$ cat config.mk
export PLATFORM = sky130hd
export DESIGN_NAME = lwm_ram
export DESIGN_NICKNAME = d
export VERILOG_FILES = /design/src/lwm_ram.sv
export SDC_FILE = /design/constraint.sdc
export NUM_CORES = 2
export LEC_CHECK = 0
export ABC_AREA = 1
export BUFFER_PORTS_ARGS = -buffer_cell sky130_fd_sc_hd__buf_4
export CAP_MARGIN = 20
export CELL_PAD_IN_SITES_DETAIL_PLACEMENT = 1
export CELL_PAD_IN_SITES_GLOBAL_PLACEMENT = 2
export CORE_MARGIN = 2
export CORE_UTILIZATION = 28
export DETAILED_ROUTE_END_ITERATION = 8
export GPL_TIMING_DRIVEN = 0
export PLACE_DENSITY = 0.51
export SETUP_SLACK_MARGIN = 0.2
export SLEW_MARGIN = 20
export SYNTH_ARGS = -nofsm -noshare
export SYNTH_HDL_FRONTEND = slang
export SYNTH_SLANG_ARGS = --single-unit
$ cat constraint.sdc
create_clock -name clk -period 4 [get_ports clk]
set_input_delay 0.2 -clock clk [delete_from_list [all_inputs] [get_ports clk]]
set_output_delay 0.2 -clock clk [all_outputs]
set_load 0.05 [all_outputs]
$ cat src/lwm_ram.sv
// lwm_ram: generic simple dual-port ram, one write and one registered read.
// No dependencies.
module lwm_ram #(
	parameter int W = 8,
	parameter int D = 256
) (
	input  logic                 clk,
	input  logic                 we,
	input  logic [$clog2(D)-1:0] waddr,
	input  logic [W-1:0]         wdata,
	input  logic [$clog2(D)-1:0] raddr,
	output logic [W-1:0]         rdata
);
	logic [W-1:0] mem [D];

	always_ff @(posedge clk) begin
		if (we) mem[waddr] <= wdata;
		rdata <= mem[raddr];
	end
endmodule

-- Yosys cells after proc, flatten, opt, wreduce, memory -nomap -nowiden
Memories as Yosys holds them, arrays and structs flattened. A register that Yosys moved wholly into a read port is not among the register bits.
Cells that the tools add are included.
- register bits: 0
- RAM bits: 2048
- input port bits: 26
- word-level logic and storage cells: 3
- memories: 1
- memory list (memory ; depth ; width ; rd ports ; clocked after Yosys merged registers in ; wr ports ; line ; RTL):
    mem ; 256 ; 8 ; 1 ; 1 ; 1 ; 14 ; logic [W-1:0] mem [D];
- multiplexer cells: 2
- operator list (kind ; count):
    $mux W1 ; 2

-- Depth between registers and ports, before layout
- word-level depth: 2
- gate-level depth with buffers: 15
- depth with buffers taken out: 11

-- Least setup slack after synthesis
OpenSTA, ideal clock, no wires.
- kind: input-to-reg
- from: input port we
- to: memory mem[162][0], enable pin
- library setup time: 0.370 ns
- arrival time: 1.321 ns
- data required time: 3.630 ns
- slack: 2.309 ns
- cell stages on the path: 4
- path buffers: 2
- cell sequence: clkbuf_1 nand3_1 clkbuf_1 nor2_1
- word-level cells in the longest chain between the ends: 2
- ends and longest elaborated chain (item ; line ; RTL):
    start, declared ; 8 ; input logic we,
    $mux W1 ; 17 ; if (we) mem[waddr] <= wdata;
    $mux W1 (not written as such) ; 17 ;
    end, declared ; 14 ;
Every way passes these cells.

==> results.json <==
{
  "cts_tree": "yes",
  "routabilityCongestion": 0.9268,
  "gr-usage-all-layers_pct": 28.20,
  "cp.arrival_ps": 4070,
  "cts-htree-levels": 4,
  "cts_made_buffers": 243,
  "dp_cells": 11060,
  "fmax_mhz": 303.0,
  "drive_gt1_share_pct": 12.59,
  "yosysUniqueCellTypes": 14,
  "num_rows": 200,
  "worstPathMaxFanout": 10,
  "die_area_mm2": 0.3022,
  "fillers": 31940,
  "outcome": "finished clean",
  "dr.pass1.iters": 6,
  "wl_per_cell_um": 37.48,
  "power_density_mw_per_mm2": 496.6,
  "core-area_mm2": 0.2965,
  "worstHoldPathType": "in -> reg",
  "drv_cap": 0,
  "ys_ff_latch": 2056,
  "cp.required_ps": 4770,
  "mostFrequentLayoutCells": "2123 x nand2_1, 2048 x edfxtp_1, 2019 x nand3_1",
  "hold_slack_ps": 83.76,
  "initial_core_util_pct": 28.12,
  "grt_pass1_wl_um": 567500,
  "areaGrowthSynthToFinish_pct": 17.97,
  "drc": 0,
  "tightest_slew_ps": 1224,
  "cts.root.buffer_cell": "clkbuf_16",
  "io_buffer_count": 26,
  "grt_pass1_vias": 59810,
  "viasPerCell": 5.280,
  "ant_nets": 0,
  "layout_commonest_cell": "nand2_1",
  "critPathLaunchType": "input pin",
  "crit_type": "in -> reg",
  "clk_latency_ps": 940,
  "final_util_pct": 33.18,
  "drt-initial-drc-count": 6656,
  "cts_max_path_buffers": 4,
  "die_y_um": 549.8,
  "wirelength_um": 431800,
  "clk_pin_slew_ps": 60,
  "syn_nets": 7029,
  "stdcell_count": 11520,
  "pin_count": 34,
  "ir_drop_mv": 0.3403,
  "p_leak_nw": 33.91,
  "yosysWarnings": 0,
  "cts_num_sinks": 2056,
  "finalCritPeriodShare_pct": 82.50,
  "rsz0062_at_grt": "no",
  "finClkSkew_ps": 34.89,
  "vias": 60840,
  "synthCells": 7003,
  "dp_hpwl_um": 311000,
  "grt_antenna_before_repair": 58,
  "grt-ovfl-total": 0,
  "drv_slew": 0,
  "ys_seq_area_share_pct": 73.94,
  "setup_viol": 0,
  "postCtsResizedCells": 0,
  "endpoint_kind": "flip-flop",
  "power_mw": 48.85,
  "syn_avg_cell_area_um2": 11.91,
  "grt_max_degree": 109,
  "timing.final.crit_period_ps": 3300,
  "finalHoldViolCount": 0,
  "die_w_um": 549.8,
  "nNetsFinal": 7402,
  "synth.cell_area_mm2": 0.08340,
  "slew_headroom_pct": 18.12
}
==> sequential cells by signal, summed over array words and instances (netlist names) <==
| name | flops |
|---|---|
| rdata | 8 |
| mem | 2048 |
==> synthesized netlist by cell type <==
cell type / number / share of area, %
inv_1: 36 / 0.16
nand2_1: 2123 / 9.6
buf_8: 1 / 0.018
buf_6: 16 / 0.22
buf_1: 40 / 0.18
inv_2: 2 / 0.0090
nand3_1: 2019 / 12
edfxtp_1: 2048 / 74
buf_2: 268 / 1.6
buf_4: 46 / 0.41
clkbuf_1: 112 / 0.50
nor2_1: 283 / 1.3
inv_4: 1 / 0.0075
dfxtp_1: 8 / 0.19
==> critical path: stages <==
cell	delay, ps
buf_2	250
buf_2	820
buf_1	830
nand3_1	220
nand3_1	200
nand3_1	190
nand3_1	270
nand3_1	380
nand2_1	170
nand2_1	60
nand2_1	420
==> metrics by stage <==
stage          TNS [ps]  setup WS (ps)  cell area [µm²]
2_1_floorplan         0           2309            83400
3_3_place_gp      -5016         -703.0            88520
3_5_place_dp     -333.8         -95.37            90960
4_1_cts               0          905.8            98300
5_1_grt               0          874.1            98360
6_report              0          700.1            98380
==> cells by family after synthesis <==
family	count (synthesis)	share of synthesized area, %
flops	2056	73.94
buf+inv	522	3.119
simple gates	4425	22.95
==> area by class of cell <==
| type | instances | area (µm²) | share of cell area, % |
|---|---|---|---|
| timing repair buffer | 128 | 2266 | 2.303 |
| clock buffer | 322 | 6533 | 6.640 |
| clock inverter | 103 | 703.2 | 0.7147 |
| inverter | 39 | 148.9 | 0.1513 |
| antenna | 27 | 67.56 | 0.06867 |
| sequential | 2056 | 61660 | 62.67 |
| buffer | 483 | 2535 | 2.577 |
| tap | 3939 | 4928 | 5.009 |
| multi-input combinational | 4425 | 19540 | 19.86 |
==> report_power, final <==
group          leakage [nW]  total, mW  switching [mW]  internal, mW
Clock                  3.51       21.1            9.39          11.7
Sequential             18.5       23.8          0.0142          23.8
Combinational          11.9       4.02            3.23         0.791
==> repair_timing <==
action / CTS / global route
setup buffers: 0 / 0
hold buffers: 10 / 0
hold endpoints to repair: 754 / 0
==> routing by layer <==
metal | vias up | part of all wire (%) | GRT usage (%)
li1 | 25700 | - | -
met1 | 32300 | 44 | 38.88
met2 | 2218 | 45 | 44.32
met3 | 613 | 5.9 | 3.870
met4 | 8 | 4.9 | 12.11
met5 | - | 0.014 | 0
==> final timing paths <==
kind | from | end | slack [ps] | depth (start not counted)
worst max-delay path | raddr[2] | rdata[0] | 700 | 11
worst min-delay path | we | mem[249][7] | 80 | 3
worst max register to register | mem[1][7] | rdata[7] | 1470 | 10
worst min register to register | mem[24][6] | rdata[6] | 1320 | 10
Power figures use the tool's default switching activity.
