## src/lwm_pkg.sv

```systemverilog
// lwm_pkg: shared widths, codes, table entry types and helpers for the
// low-water-mark type open list. Depends on nothing.
package lwm_pkg;

	localparam int ID_W         = 16;
	localparam int KEY_W        = 17;
	localparam int H_W          = 16;
	localparam int RAND_W       = 16;
	localparam int N_BUCKETS    = 256;
	localparam int BUCKET_DEPTH = 256;
	localparam int N_STATES     = 65536;
	localparam int BKT_W        = $clog2(N_BUCKETS);
	localparam int POS_W        = $clog2(BUCKET_DEPTH);
	localparam int CNT_W        = BKT_W + 1;
	localparam int SLOT_DEPTH   = N_STATES + 1;
	localparam int SLOT_AW      = $clog2(SLOT_DEPTH);
	localparam int ENT_AW       = BKT_W + POS_W;

	localparam logic [H_W-1:0]   H_INF    = '1;
	localparam logic [KEY_W-1:0] NULL_KEY = KEY_W'(N_STATES);

	localparam logic [1:0] OP_INSERT = 2'd0;
	localparam logic [1:0] OP_REMOVE = 2'd1;

	localparam logic [2:0] ST_INSERTED = 3'd0;
	localparam logic [2:0] ST_REMOVED  = 3'd1;
	localparam logic [2:0] ST_EMPTY    = 3'd2;
	localparam logic [2:0] ST_DROPPED  = 3'd3;
	localparam logic [2:0] ST_CLEARED  = 3'd4;

	typedef struct packed {
		logic [H_W-1:0]   h;
		logic [KEY_W-1:0] key;
	} type_ent_t;

	typedef struct packed {
		logic             valid;
		logic [BKT_W-1:0] slot;
	} slot_ent_t;

	// owner key, fill and physical block of one bucket
	typedef struct packed {
		logic [KEY_W-1:0] owner;
		logic [CNT_W-1:0] fill;
		logic [BKT_W-1:0] blk;
	} bkt_ent_t;

	// null key maps to the extra last slot entry
	function automatic logic [SLOT_AW-1:0] key_index(input logic [KEY_W-1:0] key);
		logic [SLOT_AW-1:0] r;
		if (key >= NULL_KEY) r = SLOT_AW'(N_STATES);
		else r = SLOT_AW'(key[ID_W-1:0]);
		return r;
	endfunction

endpackage

```

## src/lwm_mul.sv

```systemverilog
// lwm_mul: shared multiply-high unit, scales a random draw to a range.
// Depends on lwm_pkg.
module lwm_mul (
	input  logic                       clk,
	input  logic [lwm_pkg::RAND_W-1:0] a,
	input  logic [lwm_pkg::CNT_W-1:0]  b,
	output logic [lwm_pkg::CNT_W-1:0]  hi_q
);
	logic [lwm_pkg::RAND_W+lwm_pkg::CNT_W-1:0] prod;

	assign prod = (lwm_pkg::RAND_W + lwm_pkg::CNT_W)'(a) * (lwm_pkg::RAND_W + lwm_pkg::CNT_W)'(b);

	always_ff @(posedge clk) begin
		hi_q <= prod[lwm_pkg::RAND_W+lwm_pkg::CNT_W-1:lwm_pkg::RAND_W];
	end
endmodule

```

## config.mk

```make
export PLATFORM = sky130hd
export DESIGN_NAME = lwm_mul
export DESIGN_NICKNAME = d
export VERILOG_FILES = /design/src/lwm_pkg.sv /design/src/lwm_mul.sv
export SDC_FILE = /design/constraint.sdc
export NUM_CORES = 1
export LEC_CHECK = 0
export ABC_CLOCK_PERIOD_IN_PS = 4500
export BUFFER_PORTS_ARGS = -buffer_cell sky130_fd_sc_hd__buf_2
export CAP_MARGIN = 20
export CORE_ASPECT_RATIO = 0.9
export CORE_UTILIZATION = 58
export CTS_CLUSTER_SIZE = 28
export DETAILED_ROUTE_END_ITERATION = 8
export PLACE_DENSITY = 0.77
export SLEW_MARGIN = 20
export SYNTH_ARGS = -nofsm -noshare
export SYNTH_HDL_FRONTEND = slang
export SYNTH_SLANG_ARGS = --single-unit
```

## constraint.sdc

```tcl
create_clock -name clk -period 4.5 [get_ports clk]
set_input_delay 0.225 -clock clk [delete_from_list [all_inputs] [get_ports clk]]
set_output_delay 0.225 -clock clk [all_outputs]
set_load 0.05 [all_outputs]
```

Word-level counts from Yosys, hierarchy flattened:

Cells that the tools add are included.
W data, S select, Z words.

* register bits: 9
* output and inout bits: 9
* word-level logic and storage cells: 2
* input bits: 26

* multiply operators: 1

Operator list (count)
* $mul A16 B9 Y25: 1

Longest topological paths before layout:

* depth in word-level cells: 1
* gate-level depth with buffers: 18
* mapped depth without buffers: 16

Worst setup path before layout:

OpenSTA, ideal clock, no wires.

* kind: input-to-reg
* from: in b[0] in the netlist's numbering
* to: reg hi_q[8] in the netlist's numbering
* data required time: 4.428 ns
* setup slack: 0.415 ns
* buffers on the path: 1
* data arrival time: 4.012 ns
* setup time: 0.072 ns
* stages on the path: 16
* path through: clkbuf_1 -> nand2_1 -> fa_1 -> inv_1 -> fa_1 -> fa_1 -> inv_1 -> fa_1 -> inv_1 -> ha_1 -> a21oi_2 -> o21ai_2 -> a311oi_2 -> o21ai_2 -> a311oi_2 -> xnor2_1

* cells in the longest elaborated chain, start to end: 1

RTL lines
* start: declaration: line lwm_mul.sv:6 `input logic [lwm_pkg::CNT_W-1:0] b,`
* $mul A16 B9 Y25: line lwm_mul.sv:11 `assign prod = (lwm_pkg::RAND_W + lwm_pkg::CNT_W)'(a) * (lwm_pkg::RAND_W + lwm_pkg::CNT_W)'(b);`
* net prod, one bit: line lwm_mul.sv:9 `logic [lwm_pkg::RAND_W+lwm_pkg::CNT_W-1:0] prod;`
* end signal: assignment: line lwm_mul.sv:14 `hi_q <= prod[lwm_pkg::RAND_W+lwm_pkg::CNT_W-1:lwm_pkg::RAND_W];`
* end: declaration: line lwm_mul.sv:7 `output logic [lwm_pkg::CNT_W-1:0] hi_q`

The timed path passes the listed nets, and every way through them passes these cells.

Worst setup path in the final report:

Ends and elaborated chain as after synthesis.

==> insert_results.sql <==
INSERT INTO impl_metrics (metric_group, metric, value, unit) VALUES
('finish', 'layout_top_registers', 'hi_q (9)', ''),
('run_status', 'outcome', 'complete, no violations', ''),
('routing', 'via_count', '3280', ''),
('floorplan', 'placement_rows', '29', ''),
('sta', 'max_slew_margin', '0.768', ''),
('global_routing', 'grt_overflow', '0', ''),
('global_routing', 'grt_pass1_vias', '3559', ''),
('synthesis', 'post_synth_edffs', '0', ''),
('cts', 'cts.reportedPaths.clkPinSlew', '0.05', 'ns'),
('synthesis', 'syn_std_cell_area', '4430', 'um2'),
('setup_path', 'critPathLaunchType', 'input port', ''),
('finish', 'register_with_the_highest_flop_count', 'hi_q', ''),
('synthesis', 'synthesis.area_per_instance', '8.90', 'um2'),
('placed_design', 'place_congestion', '0.849', ''),
('synthesis', 'synth_warnings', '0', ''),
('routing', 'first_iter_violations', '132', ''),
('flow_run', 'max-cap-violations', '0', ''),
('synthesis', 'synthesis.instances', '497', ''),
('sta', 'achievable_clock_frequency', '243', 'MHz'),
('global_routing', 'grt_start_max_net_pins', '17', ''),
('routing', 'postRouteAntennaNets', '0', ''),
('cts', 'cts_max_path_buffers', '2', ''),
('sta', 'worst_slew_pin_slew', '0.347', 'ns'),
('finish', 'largest_register_ff_count', '9', ''),
('setup_path', 'critical_path_arrival', '4.27', 'ns'),
('sta', 'timing_max_transition_violations_final', '0', ''),
('cts', 'post_cts_buffers', '0', ''),
('finish', 'layout.core_utilization', '0.653', ''),
('routing', 'final_routed_wirelength_across_all_metal_layers', '9.18', 'mm'),
('sta', 'finalCritPeriodShare', '0.914', ''),
('routing', 'drt_first_pass_iters', '4', ''),
('floorplan', 'fp.dieH', '84.9', 'um'),
('setup_path', 'criticalPathCategory', 'input port to register', ''),
('sta', 'setup_viol', '0', ''),
('synthesis', 'ys_top_cells_by_area', 'sky130_fd_sc_hd__fa_1, sky130_fd_sc_hd__and2_1, sky130_fd_sc_hd__ha_1', ''),
('pwr', 'leak', '0.00253', 'uW'),
('finish', 'area_delta_synth_final', '6.47', '%'),
('cts', 'cts_hold_buf', '0', ''),
('synthesis', 'synthDistinctLibCells', '34', ''),
('synthesis', 'synth_top_flop_cell', 'sky130_fd_sc_hd__dfxtp_1', ''),
('floorplan', 'die_w', '94.1', 'um'),
('global_routing', 'groute.usage.overall', '0.264', ''),
('finish', 'drive_gt1_frac', '0.0971', ''),
('synthesis', 'async_sr_flop_fraction', '0', ''),
('worst_hold_path', 'hold_path.class', 'input port to register', ''),
('routing', 'drt-vias-per-instance', '5.31', ''),
('setup_path', 'endpoint_kind', 'register', ''),
('cts', 'cts.sinks', '9', ''),
('floorplan', 'fp.dieArea', '7980', 'um2'),
('floorplan', 'start_util', '0.613', ''),
('synthesis', 'synth_nets', '662', ''),
('pwr', 'cellPowerDensity', '504', 'nW/um2'),
('sta', 'hold_violations', '0', ''),
('finish', 'fin_nets', '691', ''),
('cts', 'cts_max_level', '1', ''),
('cts', 'clock_tree_from_tritoncts', 'yes', ''),
('pwr', 'peakVddDrop', '0.660', 'mV'),
('sta', 'fin_crit', '4.11', 'ns'),
('routing', 'routedWlPerCell', '14.9', 'um'),
('synthesis', 'ys_seq_elements', '9', ''),
('synthesis', 'synth_sequential_area_ratio', '0.0407', ''),
('sta', 'setup_repair_after_global_routing_missed_its_margin', 'false', ''),
('floorplan', 'num_io_pins', '35', ''),
('placed_design', 'place.port_buffers', '34', ''),
('floorplan', 'core-area', '7220', 'um2'),
('routing', 'detail_route.drc_violations', '0', ''),
('setup_path', 'worst-path-max-fanout', '15', ''),
('synthesis', 'yosysTopAreaCellShare', '0.443', ''),
('cts', 'clock-root-buffer', 'sky130_fd_sc_hd__clkbuf_8', ''),
('setup_path', 'critical_path_required', '4.66', 'ns'),
('global_routing', 'grt_pass1_wl', '16.5', 'mm'),
('cts', 'numCtsBuffers', '3', ''),
('synthesis', 'synthDominantAreaCellType', 'sky130_fd_sc_hd__fa_1', ''),
('sta', 'finalSetupTns', '0', 'ns'),
('placed_design', 'detailed_place_hpwl', '7.89', 'mm'),
('global_routing', 'antenna_violations_before_repair', '0', ''),
('finish', 'n_antenna_cell', '0', ''),
('cts', 'post_cts_resize_count', '0', '');
[path summary, 6_finish.rpt]
| kind | startpoint | slack (ns) | endpoint | cells past startpoint |
|---|---|---|---|---|
| worst max-delay path | b[0] | 0.39 | hi_q[8]$_DFF_P_ | 16 |
| worst min-delay path | a[15] | 0.81 | hi_q[8]$_DFF_P_ | 5 |
[per-layer routing]
metal | up-vias | wire [um] | share of wire | global-route usage
li1 | 1542 | - | - | -
met1 | 1653 | 4010 | 0.44 | 0.355
met2 | 75 | 4760 | 0.52 | 0.481
met3 | 10 | 326 | 0.036 | 0.0161
met4 | 0 | 86 | 0.0094 | 0.0350
met5 | - | 0 | 0 | 0
[critical path, cell delays in order]
cell	delay (ns)
sky130_fd_sc_hd__buf_2	0.26
sky130_fd_sc_hd__nand2_1	0.14
sky130_fd_sc_hd__fa_1	0.55
sky130_fd_sc_hd__inv_1	0.05
sky130_fd_sc_hd__fa_1	0.49
sky130_fd_sc_hd__fa_1	0.55
sky130_fd_sc_hd__inv_1	0.05
sky130_fd_sc_hd__fa_1	0.47
sky130_fd_sc_hd__inv_1	0.04
sky130_fd_sc_hd__ha_1	0.35
sky130_fd_sc_hd__a21oi_1	0.14
sky130_fd_sc_hd__o21ai_0	0.14
sky130_fd_sc_hd__a311oi_2	0.29
sky130_fd_sc_hd__o21ai_2	0.13
sky130_fd_sc_hd__a311oi_2	0.23
sky130_fd_sc_hd__xnor2_1	0.14
[metrics by stage]
stage               std cells  cell area (um2)  hold slack (ns)  setup WS, ns  total power [uW]
finish                    618             4710            0.813         0.388              2370
global route              618             4710            0.850         0.156              2670
CTS                       618             4710            0.810         0.375              2400
detailed placement        614             4670            0.693         0.147              2280
global placement          614             4670            0.693         0.169              2220
floorplan                 497             4430            0.665         0.415              1820
[power by group]
group,internal [uW],switching [uW]
sequential,133,9.74
combinational,828,1310
clock,61.7,31.6
total,1020,1350
[cell families after synthesis]
logic type,Yosys count,synth area share
adder cells (fa/ha/maj),139,0.559
flip-flops,9,0.0407
AND/OR/NAND/NOR,172,0.205
AO/OA/AOI/OAI,40,0.0667
XOR/XNOR,9,0.0178
buffers and inverters,128,0.110
[Yosys cell counts, types with 3 or more instances]
library cell,count
sky130_fd_sc_hd__o21ai_2,5
sky130_fd_sc_hd__a31oi_1,3
sky130_fd_sc_hd__a311oi_2,3
sky130_fd_sc_hd__a21o_1,3
sky130_fd_sc_hd__ha_1,41
sky130_fd_sc_hd__inv_1,118
sky130_fd_sc_hd__nand2_1,62
sky130_fd_sc_hd__a21oi_1,15
sky130_fd_sc_hd__fa_1,98
sky130_fd_sc_hd__dfxtp_1,9
sky130_fd_sc_hd__nand3_1,3
sky130_fd_sc_hd__xnor2_1,6
sky130_fd_sc_hd__xor2_1,3
sky130_fd_sc_hd__clkbuf_1,9
sky130_fd_sc_hd__nand4_1,5
sky130_fd_sc_hd__nor2_1,7
sky130_fd_sc_hd__and2_1,85
[cell usage in the layout (no fill, tap or decap), types with 5 or more instances in the layout]
master,count
sky130_fd_sc_hd__a21oi_1,15
sky130_fd_sc_hd__inv_1,118
sky130_fd_sc_hd__fa_1,98
sky130_fd_sc_hd__xnor2_1,6
sky130_fd_sc_hd__dfxtp_1,9
sky130_fd_sc_hd__o21ai_2,5
sky130_fd_sc_hd__nand4_1,5
sky130_fd_sc_hd__nor2_1,7
sky130_fd_sc_hd__nand2_1,62
sky130_fd_sc_hd__buf_2,34
sky130_fd_sc_hd__ha_1,41
sky130_fd_sc_hd__and2_1,85
[area by class of cell]
| class | count | area [um2] |
|---|---|---|
| multi-input cells | 360 | 3760 |
| fillers | 622 | 2510 |
| inverters | 118 | 443 |
| flip-flops and latches | 9 | 180 |
| repair buffers | 34 | 170 |
| well taps | 93 | 116 |
| clock buffers | 4 | 45.0 |
No activity file was read; power rests on OpenSTA's default activity.
